[src/rtl/tfsr_pkg.sv]
package tfsr_pkg;

  localparam int TRAIL_LENGTH_DEF  = 64;
  localparam int STRIP_COLUMNS_DEF = 8;

  localparam int X_W      = 9;
  localparam int Y_W      = 8;
  localparam int OFFSET_W = 3;
  localparam int COLOR_W  = 16;
  localparam int SEL_W    = 2;
  localparam int LIMIT_W  = 8;
  localparam int CFG_W    = 8;

  localparam logic FUNC_ADD    = 1'b0;
  localparam logic FUNC_RENDER = 1'b1;

  localparam logic [SEL_W-1:0] SEL_RED   = 2'd0;
  localparam logic [SEL_W-1:0] SEL_GREEN = 2'd1;
  localparam logic [SEL_W-1:0] SEL_BLUE  = 2'd2;

  localparam logic REG_COLOR  = 1'b0;
  localparam logic REG_REPEAT = 1'b1;

  localparam logic [LIMIT_W-1:0] REPEAT_LIMIT_RST = 8'd16;
  localparam logic [LIMIT_W-1:0] REPEAT_SAT       = 8'hFF;

  localparam int CH5_MAX = 'h1F;
  localparam int CH6_MAX = 'h3F;

  typedef struct packed {
    logic                hit;
    logic [OFFSET_W-1:0] line_offset;
    logic [Y_W-1:0]      row;
    logic [COLOR_W-1:0]  pixel_color;
    logic                last;
  } res_t;

  typedef struct packed {
    logic cand_valid;
    logic flush;
  } emit_ctl_t;

  typedef struct packed {
    logic stall;
    logic flush_done;
  } emit_sts_t;

endpackage

[src/rtl/tfsr_store.sv]
module tfsr_store #(
  parameter int TRAIL_LENGTH = tfsr_pkg::TRAIL_LENGTH_DEF,
  parameter int PW           = $clog2(tfsr_pkg::TRAIL_LENGTH_DEF)
) (
  input  logic                   clk,
  input  logic                   rst,
  input  logic                   wr_en,
  input  logic [PW-1:0]          wr_addr,
  input  logic [tfsr_pkg::X_W-1:0] wr_x,
  input  logic [tfsr_pkg::Y_W-1:0] wr_y,
  input  logic                   rd_en,
  input  logic [PW-1:0]          rd_addr,
  output logic [tfsr_pkg::X_W-1:0] rd_x,
  output logic [tfsr_pkg::Y_W-1:0] rd_y,
  output logic                   rd_valid
);
  import tfsr_pkg::*;

  logic [X_W+Y_W-1:0] mem [TRAIL_LENGTH];
  logic [TRAIL_LENGTH-1:0] valid;

  always_ff @(posedge clk) begin
    if (wr_en) begin
      mem[wr_addr] <= {wr_y, wr_x};
    end
    if (rd_en) begin
      {rd_y, rd_x} <= mem[rd_addr];
    end
  end

  always_ff @(posedge clk) begin
    if (rst) begin
      valid    <= '0;
      rd_valid <= 1'b0;
    end else begin
      if (wr_en) begin
        valid[wr_addr] <= 1'b1;
      end
      if (rd_en) begin
        rd_valid <= valid[rd_addr];
      end
    end
  end

endmodule

[src/rtl/tfsr_shade.sv]
module tfsr_shade #(
  parameter int TRAIL_LENGTH  = tfsr_pkg::TRAIL_LENGTH_DEF,
  parameter int STRIP_COLUMNS = tfsr_pkg::STRIP_COLUMNS_DEF,
  parameter int PW            = $clog2(tfsr_pkg::TRAIL_LENGTH_DEF)
) (
  input  logic                       entry_valid,
  input  logic [tfsr_pkg::X_W-1:0]   entry_x,
  input  logic [tfsr_pkg::Y_W-1:0]   entry_y,
  input  logic [PW-1:0]              entry_idx,
  input  logic [PW-1:0]              write_pointer,
  input  logic [tfsr_pkg::X_W-1:0]   strip_start,
  input  logic [tfsr_pkg::SEL_W-1:0] color_select,
  output logic                       hit,
  output tfsr_pkg::res_t             res
);
  import tfsr_pkg::*;

  logic [4:0] ch5_tbl [TRAIL_LENGTH];
  logic [5:0] ch6_tbl [TRAIL_LENGTH];

  for (genvar g = 0; g < TRAIL_LENGTH; g++) begin : g_fade
    localparam int C5 = (CH5_MAX * (TRAIL_LENGTH - g)) / TRAIL_LENGTH;
    localparam int C6 = (CH6_MAX * (TRAIL_LENGTH - g)) / TRAIL_LENGTH;
    assign ch5_tbl[g] = 5'(C5);
    assign ch6_tbl[g] = 6'(C6);
  end

  logic [X_W:0]     strip_end;
  logic [X_W-1:0]   offset_full;
  logic [PW:0]      age_raw;
  logic [PW-1:0]    age;
  logic [4:0]       lvl5;
  logic [5:0]       lvl6;
  logic [COLOR_W-1:0] color;

  // age = (write_pointer - idx - 1) mod TRAIL_LENGTH
  always_comb begin
    strip_end   = {1'b0, strip_start} + (X_W+1)'(STRIP_COLUMNS);
    hit         = entry_valid && (entry_x >= strip_start) && ({1'b0, entry_x} < strip_end);
    offset_full = entry_x - strip_start;
    age_raw     = {1'b0, write_pointer} + (PW+1)'(TRAIL_LENGTH - 1) - {1'b0, entry_idx};
    if (age_raw >= (PW+1)'(TRAIL_LENGTH)) begin
      age_raw = age_raw - (PW+1)'(TRAIL_LENGTH);
    end
    age  = age_raw[PW-1:0];
    lvl5 = ch5_tbl[age];
    lvl6 = ch6_tbl[age];
    unique case (color_select)
      SEL_RED:   color = {lvl5, 11'b0};
      SEL_GREEN: color = {5'b0, lvl6, 5'b0};
      SEL_BLUE:  color = {11'b0, lvl5};
      default:   color = '0;
    endcase
    res.hit         = 1'b1;
    res.line_offset = offset_full[OFFSET_W-1:0];
    res.row         = entry_y;
    res.pixel_color = color;
    res.last        = 1'b0;
  end

endmodule

[src/rtl/tfsr_emit.sv]
module tfsr_emit (
  input  logic                clk,
  input  logic                rst,
  input  tfsr_pkg::emit_ctl_t ctl,
  input  tfsr_pkg::res_t      cand,
  input  logic                out_ready,
  output tfsr_pkg::emit_sts_t sts,
  output logic                out_valid,
  output tfsr_pkg::res_t      out_res
);
  import tfsr_pkg::*;

  // one hit is held back until the next one shows whether it is the last
  logic pend_valid;
  res_t pend_res;
  res_t flush_res;
  logic out_free;
  logic push_pend;
  logic load_pend;
  logic do_flush;

  always_comb begin
    out_free       = !out_valid || out_ready;
    push_pend      = ctl.cand_valid && pend_valid && out_free;
    load_pend      = ctl.cand_valid && (!pend_valid || out_free);
    do_flush       = ctl.flush && out_free;
    sts.stall      = ctl.cand_valid && pend_valid && !out_free;
    sts.flush_done = do_flush;
    if (pend_valid) begin
      flush_res = pend_res;
    end else begin
      flush_res = '0;
    end
    flush_res.last = 1'b1;
  end

  always_ff @(posedge clk) begin
    if (rst) begin
      out_valid  <= 1'b0;
      pend_valid <= 1'b0;
    end else begin
      if (push_pend || do_flush) begin
        out_valid <= 1'b1;
      end else if (out_ready) begin
        out_valid <= 1'b0;
      end
      if (do_flush) begin
        pend_valid <= 1'b0;
      end else if (load_pend) begin
        pend_valid <= 1'b1;
      end
    end
  end

  always_ff @(posedge clk) begin
    if (push_pend) begin
      out_res <= pend_res;
    end else if (do_flush) begin
      out_res <= flush_res;
    end
    if (load_pend) begin
      pend_res <= cand;
    end
  end

endmodule

[src/rtl/trail_fade_strip_renderer_top.sv]
// Trail fade strip renderer.
// Input channel s_*: one item per handshake. s_tuser selects the function:
// add a point (point_x, point_y) or render the column strip at strip_start.
// Output channel m_*: render results only. m_tuser is the hit flag, m_tlast
// marks the final result of a render; a render with no match returns one
// non-hit item with zero data and tlast set.
// Adds give no result. A render walks all TRAIL_LENGTH entries of the point
// memory, one read per cycle while the output does not stall; s_tready is
// low meanwhile. A held hit is registered onto m_* when the next matching
// entry's read data reaches the emitter; the final result is registered in
// the flush state, after the last entry is read.
// One hit is held until the next is found, so the last one can be marked.
// If m_tready stays low the walk pauses; nothing is dropped.
// Reset (rst, synchronous) invalidates all entries, clears the write
// pointer, the last point and the repeat count, and sets color_select to
// red and repeat_limit to 16. Config writes (cfg_we) belong in idle time.
module trail_fade_strip_renderer_top #(
  parameter int TRAIL_LENGTH  = tfsr_pkg::TRAIL_LENGTH_DEF,
  parameter int STRIP_COLUMNS = tfsr_pkg::STRIP_COLUMNS_DEF
) (
  input  logic        clk,
  input  logic        rst,
  input  logic        s_tvalid,
  output logic        s_tready,
  input  logic [31:0] s_tdata,  // point_x[8:0], point_y[16:9], strip_start[25:17], zero
  input  logic        s_tuser,  // func
  output logic        m_tvalid,
  input  logic        m_tready,
  output logic [31:0] m_tdata,  // line_offset[2:0], row[10:3], pixel_color[26:11], zero
  output logic        m_tuser,  // hit
  output logic        m_tlast,
  input  logic        cfg_we,
  input  logic        cfg_index,
  input  logic [tfsr_pkg::CFG_W-1:0] cfg_data
);
  import tfsr_pkg::*;

  localparam int PW = $clog2(TRAIL_LENGTH);

  typedef enum logic [1:0] {
    ST_IDLE,
    ST_SCAN,
    ST_FLUSH
  } state_t;

  state_t state;

  logic [SEL_W-1:0]   color_select;
  logic [LIMIT_W-1:0] repeat_limit;
  logic [PW-1:0]      write_pointer;
  logic [X_W-1:0]     last_x;
  logic [Y_W-1:0]     last_y;
  logic               last_valid;
  logic [LIMIT_W-1:0] repeat_count;
  logic [X_W-1:0]     strip_start;
  logic [PW-1:0]      scan_idx;
  logic               issuing;
  logic               s1_valid;
  logic [PW-1:0]      s1_idx;
  logic               s1_end;

  logic [X_W-1:0] in_x;
  logic [Y_W-1:0] in_y;
  logic [X_W-1:0] in_start;
  logic           accept;
  logic           add_store;
  logic           wr_en;
  logic           issue;
  logic           stall;
  logic [X_W-1:0] rd_x;
  logic [Y_W-1:0] rd_y;
  logic           rd_valid;
  logic           shade_hit;
  res_t           shade_res;
  emit_ctl_t      emit_ctl;
  emit_sts_t      emit_sts;
  res_t           out_res;

  assign in_x     = s_tdata[8:0];
  assign in_y     = s_tdata[16:9];
  assign in_start = s_tdata[25:17];
  assign s_tready = (state == ST_IDLE);
  assign accept   = s_tvalid && s_tready;

  always_comb begin
    add_store = !last_valid || (last_x != in_x) || (last_y != in_y) ||
                (repeat_count >= repeat_limit);
    wr_en     = accept && (s_tuser == FUNC_ADD) && add_store;
    stall     = emit_sts.stall;
    issue     = (state == ST_SCAN) && issuing && !stall;
    emit_ctl.cand_valid = s1_valid && shade_hit;
    emit_ctl.flush      = (state == ST_FLUSH);
  end

  always_ff @(posedge clk) begin
    if (rst) begin
      state         <= ST_IDLE;
      color_select  <= SEL_RED;
      repeat_limit  <= REPEAT_LIMIT_RST;
      write_pointer <= '0;
      last_valid    <= 1'b0;
      repeat_count  <= '0;
      issuing       <= 1'b0;
      s1_valid      <= 1'b0;
    end else begin
      if (cfg_we) begin
        unique case (cfg_index)
          REG_COLOR:  color_select <= cfg_data[SEL_W-1:0];
          REG_REPEAT: repeat_limit <= cfg_data[LIMIT_W-1:0];
          default:    ;
        endcase
      end
      unique case (state)
        ST_IDLE: begin
          if (accept && s_tuser == FUNC_ADD) begin
            if (add_store) begin
              last_valid    <= 1'b1;
              repeat_count  <= '0;
              write_pointer <= (write_pointer == PW'(TRAIL_LENGTH - 1)) ? '0
                               : write_pointer + 1'b1;
            end else if (repeat_count != REPEAT_SAT) begin
              repeat_count <= repeat_count + 1'b1;
            end
          end else if (accept) begin
            state   <= ST_SCAN;
            issuing <= 1'b1;
          end
        end
        ST_SCAN: begin
          if (!stall) begin
            s1_valid <= issue;
            if (issue && scan_idx == PW'(TRAIL_LENGTH - 1)) begin
              issuing <= 1'b0;
            end
            if (s1_valid && s1_end) begin
              state <= ST_FLUSH;
            end
          end
        end
        ST_FLUSH: begin
          if (emit_sts.flush_done) begin
            state <= ST_IDLE;
          end
        end
        default: state <= ST_IDLE;
      endcase
    end
  end

  always_ff @(posedge clk) begin
    if (wr_en) begin
      last_x <= in_x;
      last_y <= in_y;
    end
    if (accept && s_tuser == FUNC_RENDER) begin
      strip_start <= in_start;
      scan_idx    <= '0;
    end else if (issue) begin
      scan_idx <= scan_idx + 1'b1;
    end
    if (issue) begin
      s1_idx <= scan_idx;
      s1_end <= (scan_idx == PW'(TRAIL_LENGTH - 1));
    end
  end

  tfsr_store #(
    .TRAIL_LENGTH (TRAIL_LENGTH),
    .PW           (PW)
  ) u_store (
    .clk      (clk),
    .rst      (rst),
    .wr_en    (wr_en),
    .wr_addr  (write_pointer),
    .wr_x     (in_x),
    .wr_y     (in_y),
    .rd_en    (issue),
    .rd_addr  (scan_idx),
    .rd_x     (rd_x),
    .rd_y     (rd_y),
    .rd_valid (rd_valid)
  );

  tfsr_shade #(
    .TRAIL_LENGTH  (TRAIL_LENGTH),
    .STRIP_COLUMNS (STRIP_COLUMNS),
    .PW            (PW)
  ) u_shade (
    .entry_valid   (rd_valid),
    .entry_x       (rd_x),
    .entry_y       (rd_y),
    .entry_idx     (s1_idx),
    .write_pointer (write_pointer),
    .strip_start   (strip_start),
    .color_select  (color_select),
    .hit           (shade_hit),
    .res           (shade_res)
  );

  tfsr_emit u_emit (
    .clk       (clk),
    .rst       (rst),
    .ctl       (emit_ctl),
    .cand      (shade_res),
    .out_ready (m_tready),
    .sts       (emit_sts),
    .out_valid (m_tvalid),
    .out_res   (out_res)
  );

  assign m_tdata = {5'b0, out_res.pixel_color, out_res.row, out_res.line_offset};
  assign m_tuser = out_res.hit;
  assign m_tlast = out_res.last;

endmodule

[config.mk]
export PLATFORM = sky130hd
export DESIGN_NAME = trail_fade_strip_renderer_top
export DESIGN_NICKNAME = d
export VERILOG_FILES = /design/src/rtl/tfsr_pkg.sv /design/src/rtl/tfsr_store.sv /design/src/rtl/tfsr_shade.sv /design/src/rtl/tfsr_emit.sv /design/src/rtl/trail_fade_strip_renderer_top.sv
export SDC_FILE = /design/constraint.sdc
export NUM_CORES = 2
export LEC_CHECK = 0
export BUFFER_PORTS_ARGS = -buffer_cell sky130_fd_sc_hd__clkbuf_2
export CORE_ASPECT_RATIO = 1.5
export CORE_MARGIN = 8
export CORE_UTILIZATION = 60
export DETAILED_ROUTE_END_ITERATION = 8
export GPL_TIMING_DRIVEN = 0
export PLACE_DENSITY = 0.8
export SYNTH_ARGS = -nofsm -noshare
export SYNTH_HDL_FRONTEND = slang
export SYNTH_SLANG_ARGS = --single-unit
[constraint.sdc]
create_clock -name clk -period 10.01 [get_ports clk]
set_input_delay 0.5005 -clock clk [delete_from_list [all_inputs] [get_ports clk]]
set_output_delay 0.5005 -clock clk [all_outputs]
set_load 0.005 [all_outputs]
; ---- Word level (Yosys, flattened, before mapping)
; Memories as Yosys holds them, arrays and structs flattened. A register that Yosys moved wholly into a read port is not among the register bits.
; Index checks and enable logic that the tools add are counted.
[word_totals]
register_bits = 191
ramBits = 1088
mem_bits_ro = 704
output_inout_bits = 36
word_cells = 138
mem_count = 3
[mem_list]
columns = memory, words, word_bits, rd, rd_ports_with_merged_regs, write_ports, line_no
row1 = u_store.mem, 64, 17, 1, 1, 1, tfsr_store.sv:19  ; logic [X_W+Y_W-1:0] mem [TRAIL_LENGTH];
row2 = (name not given), 64, 6, 1, 0, 0, tfsr_shade.sv:47  ; lvl6 = ch6_tbl[age];
row3 = (name not given), 64, 5, 1, 0, 0, tfsr_shade.sv:46  ; lvl5 = ch5_tbl[age];
[op_classes]
addsub = 8
magnitude_cmp = 8
n_eq_ne = 15
n_mux = 31
bitwise_logic = 5
reduce_logical = 42
[op_table]
columns = op, count
row1 = $or A64 B64 Y64, 1
row2 = $mux W29, 2
row3 = $pmux W16 S3, 1
row4 = $mux W28, 1
row5 = $mux W6, 4
row6 = $logic_and A1 B1 Y1, 17
row7 = $mux W8, 2
row8 = $ge A7 B7 Y1 const B, 2
row9 = $lt A6 B7 Y1 const B, 2
row10 = $add A6 B1 Y6 const B, 2
row11 = $eq A6 B6 Y1 const B, 2
row12 = $add A9 B4 Y10 const B, 1
row13 = $lt A9 B10 Y1, 1
row14 = $mux W1, 10
row15 = $mux W2, 5
row16 = $mux W5, 2
row17 = $reduce_and A5 Y1, 2
row18 = $ge A9 B9 Y1, 1
row19 = $ne A9 B9 Y1, 1
row20 = $add A8 B1 Y8 const B, 1
row21 = $ge A8 B8 Y1, 1
row22 = $ne A8 B8 Y1, 1
row23 = $ne A8 B8 Y1 const B, 1
row24 = $reduce_bool A2 Y1, 4
row25 = other kinds (21), 42

; ---- Logic depth before layout (Yosys ltp)
[depth]
word_depth = 12
depth_mapped = 11
ltp_nobuf = 11

; ---- Modules after synthesis
; A second synthesis with hierarchy kept.
[unflattened]
cells_unflattened = 2450
area_unflattened_um2 = 50647.3
[modules_own_cells]
columns = mod, n_inst, cells_per_inst, area_each_um2, seq_area_each_um2
row1 = tfsr_store, 1, 1921, 44524.0, 34483.1
row2 = trail_fade_strip_renderer_top, 1, 279, 3049.2, 1691.6
row3 = tfsr_emit, 1, 104, 2050.7, 1781.7
row4 = tfsr_shade, 1, 146, 1023.5, 0.0

; ---- Worst setup path after synthesis
; No wires, ideal clock.
[synth_path]
path_kind = register to register
from = register repeat_count[0]
to = memory u_store.mem[0][0] in the netlist's numbering (enable)
arrival_time_ns = 3.201
path_slack_ns = 6.396
path_stages_with_launch = 12
period_less_slack_ns = 3.614
path_cell_list = dfxtp_1 inv_1 ha_1 nand2b_1 a21o_1 a21o_1 a21oi_1 o21ai_1 nand2_1 buf_2 buf_2 nor3_1
[synth_between]
elab_chain_len = 5
[synth_lines]
columns = element, line_no
row1 = "start, declared", trail_fade_strip_renderer_top.sv:54  ; logic [LIMIT_W-1:0] repeat_count;
row2 = "start signal, assigned", trail_fade_strip_renderer_top.sv:122  ; repeat_count <= repeat_count + 1'b1;
row3 = $ge A8 B8 Y1, trail_fade_strip_renderer_top.sv:87  ; (repeat_count >= repeat_limit);
row4 = $logic_or A1 B1 Y1, trail_fade_strip_renderer_top.sv:86  ; add_store = !last_valid || (last_x != in_x) || (last_y != in_y) ||
row5 = $logic_and A1 B1 Y1, trail_fade_strip_renderer_top.sv:88  ; wr_en = accept && (s_tuser == FUNC_ADD) && add_store;
row6 = $mux W1, tfsr_store.sv:23  ; if (wr_en) begin
row7 = $mux W1 (implied by the code), tfsr_store.sv:24  ; mem[wr_addr] <= {wr_y, wr_x};
row8 = "end, declared", tfsr_store.sv:19
; No other way between the ends.

==> results by group <==
Place
  – Placed wire-length estimate: 85.4 mm
  – Final Wtd Congestion: 0.976
  – PortBufs: 70
  – Placed Cells: 3703

Logic synthesis
  – Synth top area share: 70.3%
  – Asr flop ratio synth: 0%
  – Yosys cell types: 58
  – Seq cells post-synth: 1296
  – Seq/Total Area, Yosys: 74.3%
  – Syn_area_per_cell: 21.0 µm²
  – Top_reg_cell synth: edfxtp_1
  – Cell Area, Synth: 51000 µm²
  – EDFF count, synth: 1194
  – YS warnings: 0
  – Area contributors post-synth: edfxtp_1 70%, mux4_2 16%, dfxtp_1 4.0%, o41ai_1 1.1%, nand2b_1 0.86%
  – Cell taking the most area after synthesis: edfxtp_1
  – Mapped Cells: 2435

Clock network
  – # clock sinks: 1296
  – CTS H-tree depth: 3
  – CTS tree: yes
  – Clock Tree Buf Depth: 3
  – TritonCTS buffer count: 110
  – Clk Latency, worst-skew pair: 0.72 ns
  – Quantity of gates resized following cts: 0
  – Setup bufs post-CTS: 0
  – Hold buffer count at CTS: 13
  – Worst-path clk slew: 0.06 ns
  – Clock Tree Root: clkbuf_16

Timing
  – TNS Setup: 0 ns
  – Fin crit period: 4.81 ns
  – Clock skew: 0.0332 ns
  – Final hold vios: 0
  – Max-slew headroom: 0.422%
  – Worst slew pin tran: 1.49 ns
  – FMAX: 208 MHz
  – RSZ-0062 raised after global routing: false
  – Max-slew violations: 0
  – Final period utilization: 48.0%
  – Final setup fails: 0

Routing
  – Vias/cell: 6.82
  – Vias: 26800
  – Drt pass-1 iters: 8
  – Wirelength per Cell: 34.1 µm
  – Drc violations: 0
  – Final WL: 134 mm
  – Initial drt markers: 3226
  – Post-route ant nets: 0

Setup path
  – Element type at the critical path end: register
  – Crit path launch: scan_idx[1]
  – Kind of critical path: register to register
  – CP Launch Type: register
  – Critical Path AT: 5.25 ns
  – Worst EP required: 10.45 ns
  – Worst-path fanout max: 10
  – Reg2reg start: scan_idx[1]

GRT
  – Grt ovf: 0
  – Vias in the first global route: 27600
  – Largest net degree at the start of global routing: 67
  – Initial antenna violation count: 8
  – Global Route Usage Sum: 28.3%
  – First-pass GRT wire length: 191 mm

Floorplan
  – # IOs: 83
  – Initial core utilization: 60.3%
  – Die Span X: 254 µm
  – Row Count: 131
  – Full die area: 94800 µm²
  – Vert. Die Dim: 373 µm
  – Core Region: 84600 µm²

Worst hold path
  – Hold Path Origin: cfg_data[7]
  – Hold Path Class: input port to register

Power and ir drop
  – Peak supply drop: 0.134 mV
  – PwrDens: 194 nW/µm²
  – Leakage: 18.0 nW

Flow run
  – Max Cap Viol: 0

Finish
  – # fillers: 4901
  – Layout cells sized above 1: 28.5%
  – Final Non-Filler Cells: 3933
  – Area grow syn2layout: 13.6%
  – Nets: 2792

Status
  – Status: completed
## critical path: stages (launching register included)
cell	delay, ns
dfxtp_1	0.42
clkbuf_1	0.74
clkbuf_1	0.98
clkbuf_1	0.78
mux4_2	0.48
mux4_2	0.57
mux4_2	0.54
## layout make-up
class,instances,area (µm²),share of cell area (%)
flip-flops and latches,1296,37900,65.4
multi-input cells,945,12500,21.6
clock buffers,132,2880,4.96
repair buffers,158,1450,2.50
well taps,1130,1410,2.44
clock inverters,72,850,1.47
plain buffers,160,813,1.40
inverters,38,143,0.246
diodes,2,5.00,0.00863
## routing by layer
layer	track usage [%]	routed length [µm]	vias up	share of wire, %
met2	47.6	68700	1813	51
met4	17.7	9670	10	7.2
li1	-	-	10700	-
met5	0	63	-	0.047
met3	5.15	11100	396	8.3
met1	33.7	44500	13900	33
## final timing paths
path | end | depth (start not counted) | slack [ns]
max | u_store.rd_x[4] | 6 | 5.20
min | repeat_limit[7] | 3 | 0.05
max reg2reg | u_store.rd_x[4] | 6 | 5.20
min reg2reg | u_emit.pend_res[23] | 0 | 0.43
## per-stage QoR
step                cell area, µm²  hold slack [ns]  util, %  worst slack [ns]  total power, mW
floorplan                    51000            0.400        -              6.40             6.52
global placement             52800            0.412     62.4              3.89             6.81
detailed placement           53900            0.413     63.7              4.88             6.84
CTS                          57700          0.00920     68.3              5.37             11.2
global route                 58000           0.0427     68.5              5.27             11.5
finish                       58000           0.0465     68.5              5.20             11.2
## sequential cells by signal (all words and copies together), names as in the netlist, 2 cells and up
register         count
u_store.mem       1088
u_store.valid       64
u_emit.out_res      29
u_emit.pend_res     27
last_x               9
strip_start          9
u_store.rd_x         9
last_y               8
repeat_count         8
repeat_limit         8
u_store.rd_y         8
s1_idx               6
scan_idx             6
write_pointer        6
color_select         2
state                2
## where the power goes
part / total, mW / internal [mW] / switching, mW
clock: 4.47 / 2.52 / 1.95
sequential: 5.93 / 5.92 / 0.00888
combinational: 0.823 / 0.348 / 0.476
## cells by family after synthesis
family / after synthesis / share of synthesized area [%]
other: 1 / 0.00735
buffers and inverters: 198 / 1.87
XOR/XNOR: 34 / 0.584
flip-flops: 1296 / 74.3
AO/OA/AOI/OAI: 153 / 2.25
multiplexers: 382 / 16.5
adder cells (fa/ha/maj): 36 / 0.912
AND/OR/NAND/NOR: 335 / 3.55
## cell usage in the layout, fill, tap and decap left out, types with 23 or more instances in the layout
| cell | n |
|---|---|
| buf_2 | 34 |
| a21oi_1 | 27 |
| buf_6 | 75 |
| ha_1 | 34 |
| dfxtp_1 | 102 |
| nor2_1 | 38 |
| nand3_1 | 23 |
| mux4_2 | 369 |
| clkbuf_2 | 55 |
| clkbuf_1 | 126 |
| nand2b_1 | 70 |
| and2_1 | 30 |
| nor3_2 | 63 |
| inv_1 | 37 |
| nand2_1 | 37 |
| clkbuf_16 | 112 |
| edfxtp_1 | 1194 |
| o41ai_1 | 64 |
## Yosys cell counts (all sizes together), types with 2 or more instances
cell        n
o311ai      2
o41ai      64
clkbuf    106
nor3b       3
xor2       21
nand2      37
ha         34
mux2i      12
or4         2
nor3       78
a2111oi     5
or3         7
edfxtp   1194
buf        54
fa          2
o211ai      5
dfxtp     102
o31ai       3
inv        38
a311oi      3
nand4      12
and3        5
xnor2      13
a21o        8
o21a        2
nand2b     70
a21oi      28
nand4b      3
nor2b       8
and2       30
nor4        7
nand3b      8
mux4      369
nand3      23
a221oi      4
a31oi       3
o21ai      17
nor2       39
a211oi      2
(Power assumes the default switching activity.)
